===== src/rtl/imhq_pkg.sv =====
// Package: shared types, constants and codes for the indexed min-heap queue.
`default_nettype none
package imhq_pkg;
    localparam int HEAP_SLOTS_DEF  = 128;
    localparam int LENGTH_BITS_DEF = 16;
    localparam int ID_W            = 7;
    localparam int ID_COUNT        = 128;
    localparam int FIELD_W         = 16;
    localparam int OCC_W           = 7;

    typedef enum logic [1:0] {
        FUNC_INSERT  = 2'd0,
        FUNC_EXTRACT = 2'd1,
        FUNC_HALVE   = 2'd2,
        FUNC_NONE    = 2'd3
    } func_t;

    typedef enum logic [1:0] {
        ST_OK     = 2'd0,
        ST_EMPTY  = 2'd1,
        ST_FULL   = 2'd2,
        ST_ABSENT = 2'd3
    } status_t;

    typedef enum logic [3:0] {
        S_IDLE,
        S_IDX_RD,
        S_DECIDE,
        S_EXT_RD,
        S_UP_RD,
        S_UP_CMP,
        S_DN_RD,
        S_DN_RD2,
        S_DN_CMP,
        S_DONE
    } state_t;
endpackage
`default_nettype wire


===== src/rtl/imhq_index_ram.sv =====
// Id-to-slot index: valid bit per id in flops, slot numbers in a memory.
`default_nettype none
module imhq_index_ram #(
    parameter int SW = 7
) (
    input  wire logic                      clk,
    input  wire logic                      rst_n,
    input  wire logic                      we,
    input  wire logic [imhq_pkg::ID_W-1:0] waddr,
    input  wire logic                      wvalid,
    input  wire logic [SW-1:0]             wslot,
    input  wire logic [imhq_pkg::ID_W-1:0] raddr,
    output logic                           rvalid,
    output logic      [SW-1:0]             rslot
);
    logic [SW-1:0]                   mem [imhq_pkg::ID_COUNT];
    logic [imhq_pkg::ID_COUNT-1:0]   valid_reg;

    always_ff @(posedge clk or negedge rst_n)
    begin
        if (!rst_n)
        begin
            valid_reg <= '0;
            rvalid    <= 1'b0;
        end
        else
        begin
            if (we)
            begin
                valid_reg[waddr] <= wvalid;
            end
            rvalid <= valid_reg[raddr];
        end
    end

    always_ff @(posedge clk)
    begin
        if (we)
        begin
            mem[waddr] <= wslot;
        end
        rslot <= mem[raddr];
    end
endmodule
`default_nettype wire


===== config.mk =====
export PLATFORM = sky130hd
export DESIGN_NAME = imhq_index_ram
export DESIGN_NICKNAME = d
export VERILOG_FILES = /design/src/rtl/imhq_pkg.sv /design/src/rtl/imhq_index_ram.sv
export SDC_FILE = /design/constraint.sdc
export NUM_CORES = 1
export LEC_CHECK = 0
export BUFFER_PORTS_ARGS = -buffer_cell sky130_fd_sc_hd__buf_2
export CORE_MARGIN = 5
export CORE_UTILIZATION = 65
export DETAILED_ROUTE_END_ITERATION = 12
export GPL_TIMING_DRIVEN = 0
export PLACE_DENSITY = 0.91
export SLEW_MARGIN = 15
export SYNTH_ARGS = -nofsm -noshare
export SYNTH_HDL_FRONTEND = slang
export SYNTH_SLANG_ARGS = --single-unit

===== constraint.sdc =====
create_clock -name clk -period 5.6 [get_ports clk]
set_input_delay 0 -clock clk [delete_from_list [all_inputs] [get_ports clk]]
set_output_delay 0 -clock clk [all_outputs]
set_load 0.02 [all_outputs]

; After elaboration in Yosys (flattened, before gate mapping)
; Memory sizes are Yosys's and may differ from the RTL's. A register that Yosys moved wholly into a read port is not among the register bits.
; Cells that the tools add are included.
[totals]
mem_count = 1
regBits = 129
ramBits = 896
wordCells = 14
inputBits = 25
[memory_table]
columns = memory, words, width, read_ports, rd_clocked_by_memory_dff, wr, line_no
row1 = mem, 128, 7, 1, 1, 1, imhq_index_ram.sv:16  ; logic [SW-1:0] mem [imhq_pkg::ID_COUNT];
[op_classes]
n_lt_le_gt_ge = 3
n_reduce_logical = 1
muxes = 7
[op_table]
columns = op, count
row1 = $bwmux W128, 1
row2 = $lt A7 B8 Y1 const B, 2
row3 = $bmux W1 S7, 1
row4 = $demux W1 S7, 1
row5 = $ge A7 B1 Y1 const B, 1
row6 = $mux W1, 4
row7 = $logic_and A1 B1 Y1, 1

; Logic depth before layout (Yosys ltp)
[depth]
word_depth = 5
ltp_mapped = 7
depth_no_buf = 4

; Worst setup path after synthesis
; Ideal clock, no wire load.
[synth_path]
path_type = in2reg
start = input raddr[0] (netlist name)
end = register rvalid
arrival_time_ps = 2379
path_slack_ps = 3097
required_ps = 5475
path_stages = 6
cell_sequence = clkbuf_1 > clkbuf_1 > mux4_2 > mux4_2 > mux4_2 > mux2_2
[synth_between]
elab_chain_cells = 2
[synth_lines]
columns = element, line_no
row1 = from (decl), imhq_index_ram.sv:12  ; input wire logic [imhq_pkg::ID_W-1:0] raddr,
row2 = $bmux W1 S7, imhq_index_ram.sv:32  ; rvalid <= valid_reg[raddr];
row3 = $mux W1 (not written as such), imhq_index_ram.sv:32
row4 = to (signal assigned), imhq_index_ram.sv:32
row5 = to (decl), imhq_index_ram.sv:13  ; output logic rvalid,
; No other way between the ends. The select of a mux whose other input is x is not followed.
; A chain may end at the register's enable or synchronous reset.

; Worst setup path after layout
[layout_path]
start = input raddr[2] (netlist name)
end = register rvalid
; Same word-level chain as after synthesis.

==> impl_metrics.env <==
export IMPL_status="completed"
export IMPL_netlist_top_cells_area="sky130_fd_sc_hd__edfxtp_1 66%, sky130_fd_sc_hd__mux4_2 19%, sky130_fd_sc_hd__dfrtp_1 8.0%, sky130_fd_sc_hd__mux2_2 3.8%, sky130_fd_sc_hd__nor2_1 1.2%"
export IMPL_row_count=91
export IMPL_synth_avg_cell_area_um2=22.8
export IMPL_synth_top_area_cell="sky130_fd_sc_hd__edfxtp_1"
export IMPL_via_count=21300
export IMPL_post_route_drc_count=0
export IMPL_drt_vias_per_instance=7.50
export IMPL_largest_clock_skew_in_the_final_design_ns=0.0382
export IMPL_worst_hold_launch="wslot[0]"
export IMPL_slowest_stage="sky130_fd_sc_hd__clkbuf_1"
export IMPL_post_synth_inst_count=1776
export IMPL_worst_slew_margin_rel_pct=14.9
export IMPL_max_clock_freq_ghz=0.303
export IMPL_flip_flop_count_of_the_largest_register_all_copies_and_words_added=896
export IMPL_power_switching_mw=3.62
export IMPL_commonest_non_fill_non_tap_cell_in_the_layout="sky130_fd_sc_hd__edfxtp_1"
export IMPL_grt_antenna_before_repair=8
export IMPL_grt_overflow_total=0
export IMPL_path_cells="clkbuf_1 -> clkbuf_1 -> mux4_2 -> mux4_2 -> mux4_2 -> mux2_2 -> dlygate4sd3_1"
export IMPL_mappedNetlistArea_um2=40500
export IMPL_timing_max_transition_violations_final=0
export IMPL_finalWeightedCongestion=0.891
export IMPL_share_seq_of_total_power_pct=52.9
export IMPL_cts_htree_levels=3
export IMPL_combinationalPowerShare_pct=6.4
export IMPL_post_route_wl_um=112000
export IMPL_critPathRequiredTime_ns=6.16
export IMPL_critical_path_max_stage_delay_ns=0.74
export IMPL_top_cell_type_s_share_of_synthesized_area_pct=66.4
export IMPL_worstHoldPathType="in -> reg"
export IMPL_final_hold_violation_count=0
export IMPL_cts_resized=0
export IMPL_power_total_mw=16.1
export IMPL_cts_clk_slew_worst_paths_ns=0.07
export IMPL_timing_critical_path_arrival_ns=3.86
export IMPL_synth_seq_area_share_pct=74.7
export IMPL_cap_viol_max_count=0
export IMPL_cp_start_kind="input port"
export IMPL_floorplan_io_pins=33
export IMPL_tritoncts="yes"
export IMPL_p_clk_share_pct=40.7
export IMPL_coreArea_um2=61700
export IMPL_first_global_vias=22000
export IMPL_reg2reg_from="valid_reg[109]"
export IMPL_grt_usage_pct=34.0
export IMPL_final_setup_tns_ns=0
export IMPL_cts_root_buffer_cell="sky130_fd_sc_hd__clkbuf_16"
export IMPL_timing_critical_path_from="raddr[2]"
export IMPL_synthesis_nets=1801
export IMPL_powerDensity_nw_per_um2=357
export IMPL_grt_first_pass_wirelength_um=161000
export IMPL_clkLatencyLatePin_ns=0.68
export IMPL_cell_leakage_power_nw=14.9
export IMPL_end_kind="flip-flop"
export IMPL_worst_hold_check_slack_ns=0.0153
export IMPL_final_period_minus_worst_setup_slack_ns=3.30
export IMPL_cts_made_buffers=96
export IMPL_synth_warnings=0
export IMPL_area_growth_syn_to_layout_pct=11.6
export IMPL_first_pass_iters=7
export IMPL_die_y_um=260
export IMPL_hpwl_um=65800
export IMPL_portBuffers=23
export IMPL_rsz0062_at_grt="false"
export IMPL_worstMarginPinSlew_ns=1.28
export IMPL_floorplan_die_width_um=260
export IMPL_wl_per_cell_um=39.3
export IMPL_period_share_pct=59.0
export IMPL_post_route_cells_drive_above_1_share_pct=34.3
export IMPL_cts_sink_count=1032
export IMPL_number_of_nets_in_the_final_layout=1940
export IMPL_floorplan_die_area_um2=67400
export IMPL_cp_common_cell="sky130_fd_sc_hd__mux4_2"
export IMPL_drt_iter0_drc=3488
export IMPL_mostFrequentLayoutCells="896 x sky130_fd_sc_hd__edfxtp_1, 336 x sky130_fd_sc_hd__mux4_2, 136 x sky130_fd_sc_hd__mux2_2, 129 x sky130_fd_sc_hd__dfrtp_1, 127 x sky130_fd_sc_hd__nor2_1"
export IMPL_synthesis_stage_register_bit_count=1032
export IMPL_synth_distinct_cells=19
export IMPL_cp_class="in -> reg"
export IMPL_grt_max_degree=89
export IMPL_switching_share_pct=22.4
export IMPL_postRouteAntennaNets=0
export IMPL_number_of_buffers_between_clock_root_and_the_deepest_sink=3
export IMPL_ir_worst_vdd_mv=0.302
export IMPL_timing_final_setup_violations=0
export IMPL_intPower_mw=12.5
export IMPL_initial_utilization_pct=65.6
export IMPL_timing_critical_path_fanout_max=10
cell families (layout without fill, tap and decap cells):
kind of cell           Yosys count  after routing  share of synthesized area, %
AND/OR/NAND/NOR                170            170                          1.71
other                            0              7                             0
buffers and inverters          102            325                          1.09
flip-flops                    1032           1032                          74.7
multiplexers                   472            472                          22.5
synthesized netlist by cell type:
| cell type | instances |
|---|---|
| sky130_fd_sc_hd__clkbuf_1 | 61 |
| sky130_fd_sc_hd__or3_1 | 4 |
| sky130_fd_sc_hd__buf_4 | 8 |
| sky130_fd_sc_hd__inv_1 | 1 |
| sky130_fd_sc_hd__buf_1 | 13 |
| sky130_fd_sc_hd__nor2b_1 | 7 |
| sky130_fd_sc_hd__dfrtp_1 | 129 |
| sky130_fd_sc_hd__mux4_2 | 336 |
| sky130_fd_sc_hd__edfxtp_1 | 896 |
| sky130_fd_sc_hd__nand2b_1 | 3 |
| sky130_fd_sc_hd__nand4_1 | 1 |
| sky130_fd_sc_hd__dfxtp_1 | 7 |
| sky130_fd_sc_hd__mux2_2 | 136 |
| sky130_fd_sc_hd__buf_2 | 18 |
| sky130_fd_sc_hd__buf_6 | 1 |
| sky130_fd_sc_hd__nor2_1 | 127 |
| sky130_fd_sc_hd__nand2_1 | 14 |
| sky130_fd_sc_hd__nand3_1 | 10 |
| sky130_fd_sc_hd__nor3_1 | 4 |
metrics by stage:
step	utilization, %	setup slack, ns	std cells	area (um2)
after floorplan	-	3.10	1776	40500
after global placement	67.5	2.27	2636	41700
after detailed placement	67.9	2.17	2644	41900
after CTS	73.2	2.36	2836	45200
after global routing	73.2	2.25	2837	45200
final	73.2	2.30	2843	45200
worst max-delay path: cells and delay by family:
family                 cells  cell delay, ns
buffers and inverters      3            2.00
multiplexers               4            1.85
power groups by stage:
stage	clock network [mW]	logic [mW]	registers [mW]
2_1_floorplan	0	0.526	8.68
3_3_place_gp	0	0.887	8.68
3_5_place_dp	0	0.961	8.69
4_1_cts	6.55	1.01	8.53
5_1_grt	6.93	1.05	8.54
6_report	6.57	1.04	8.54
layer usage:
layer  vias to the layer above  part of all wire (%)  wire length [um]  track usage, %
li1                       7722                     -                 -               -
met1                     10800                    31             34900            44.3
met2                      2303                    48             53700            53.6
met3                       473                    14             15200            9.15
met4                         4                   7.0              7850            18.4
met5                         -                 0.024                27               0
layout make-up:
| type | count | area, um2 |
|---|---|---|
| flip-flops and latches | 1032 | 30300 |
| fillers | 3022 | 16500 |
| multi-input cells | 642 | 9810 |
| clock buffers | 130 | 2670 |
| well taps | 837 | 1050 |
| repair buffers | 41 | 473 |
| clock inverters | 52 | 459 |
| plain buffers | 101 | 440 |
| diodes | 7 | 17.5 |
| inverters | 1 | 3.75 |
repair_timing:
item                                   in CTS  in global routing
buffers inserted                            0                  0
endpoints found under the hold margin     384                  0
hold buffers                               10                  0
worst paths after layout:
path | to | slack [ns] | cells past startpoint
setup / recovery | rvalid | 2.30 | 7
hold / removal | mem[2][0] | 0.02 | 1
setup reg to reg | rvalid | 2.60 | 5
hold reg to reg | valid_reg[126] | 0.51 | 1
max in group asynchronous | valid_reg[13] | 4.70 | 4
min in group asynchronous | valid_reg[95] | 0.44 | 4
No activity file was read; power rests on OpenSTA's default activity.
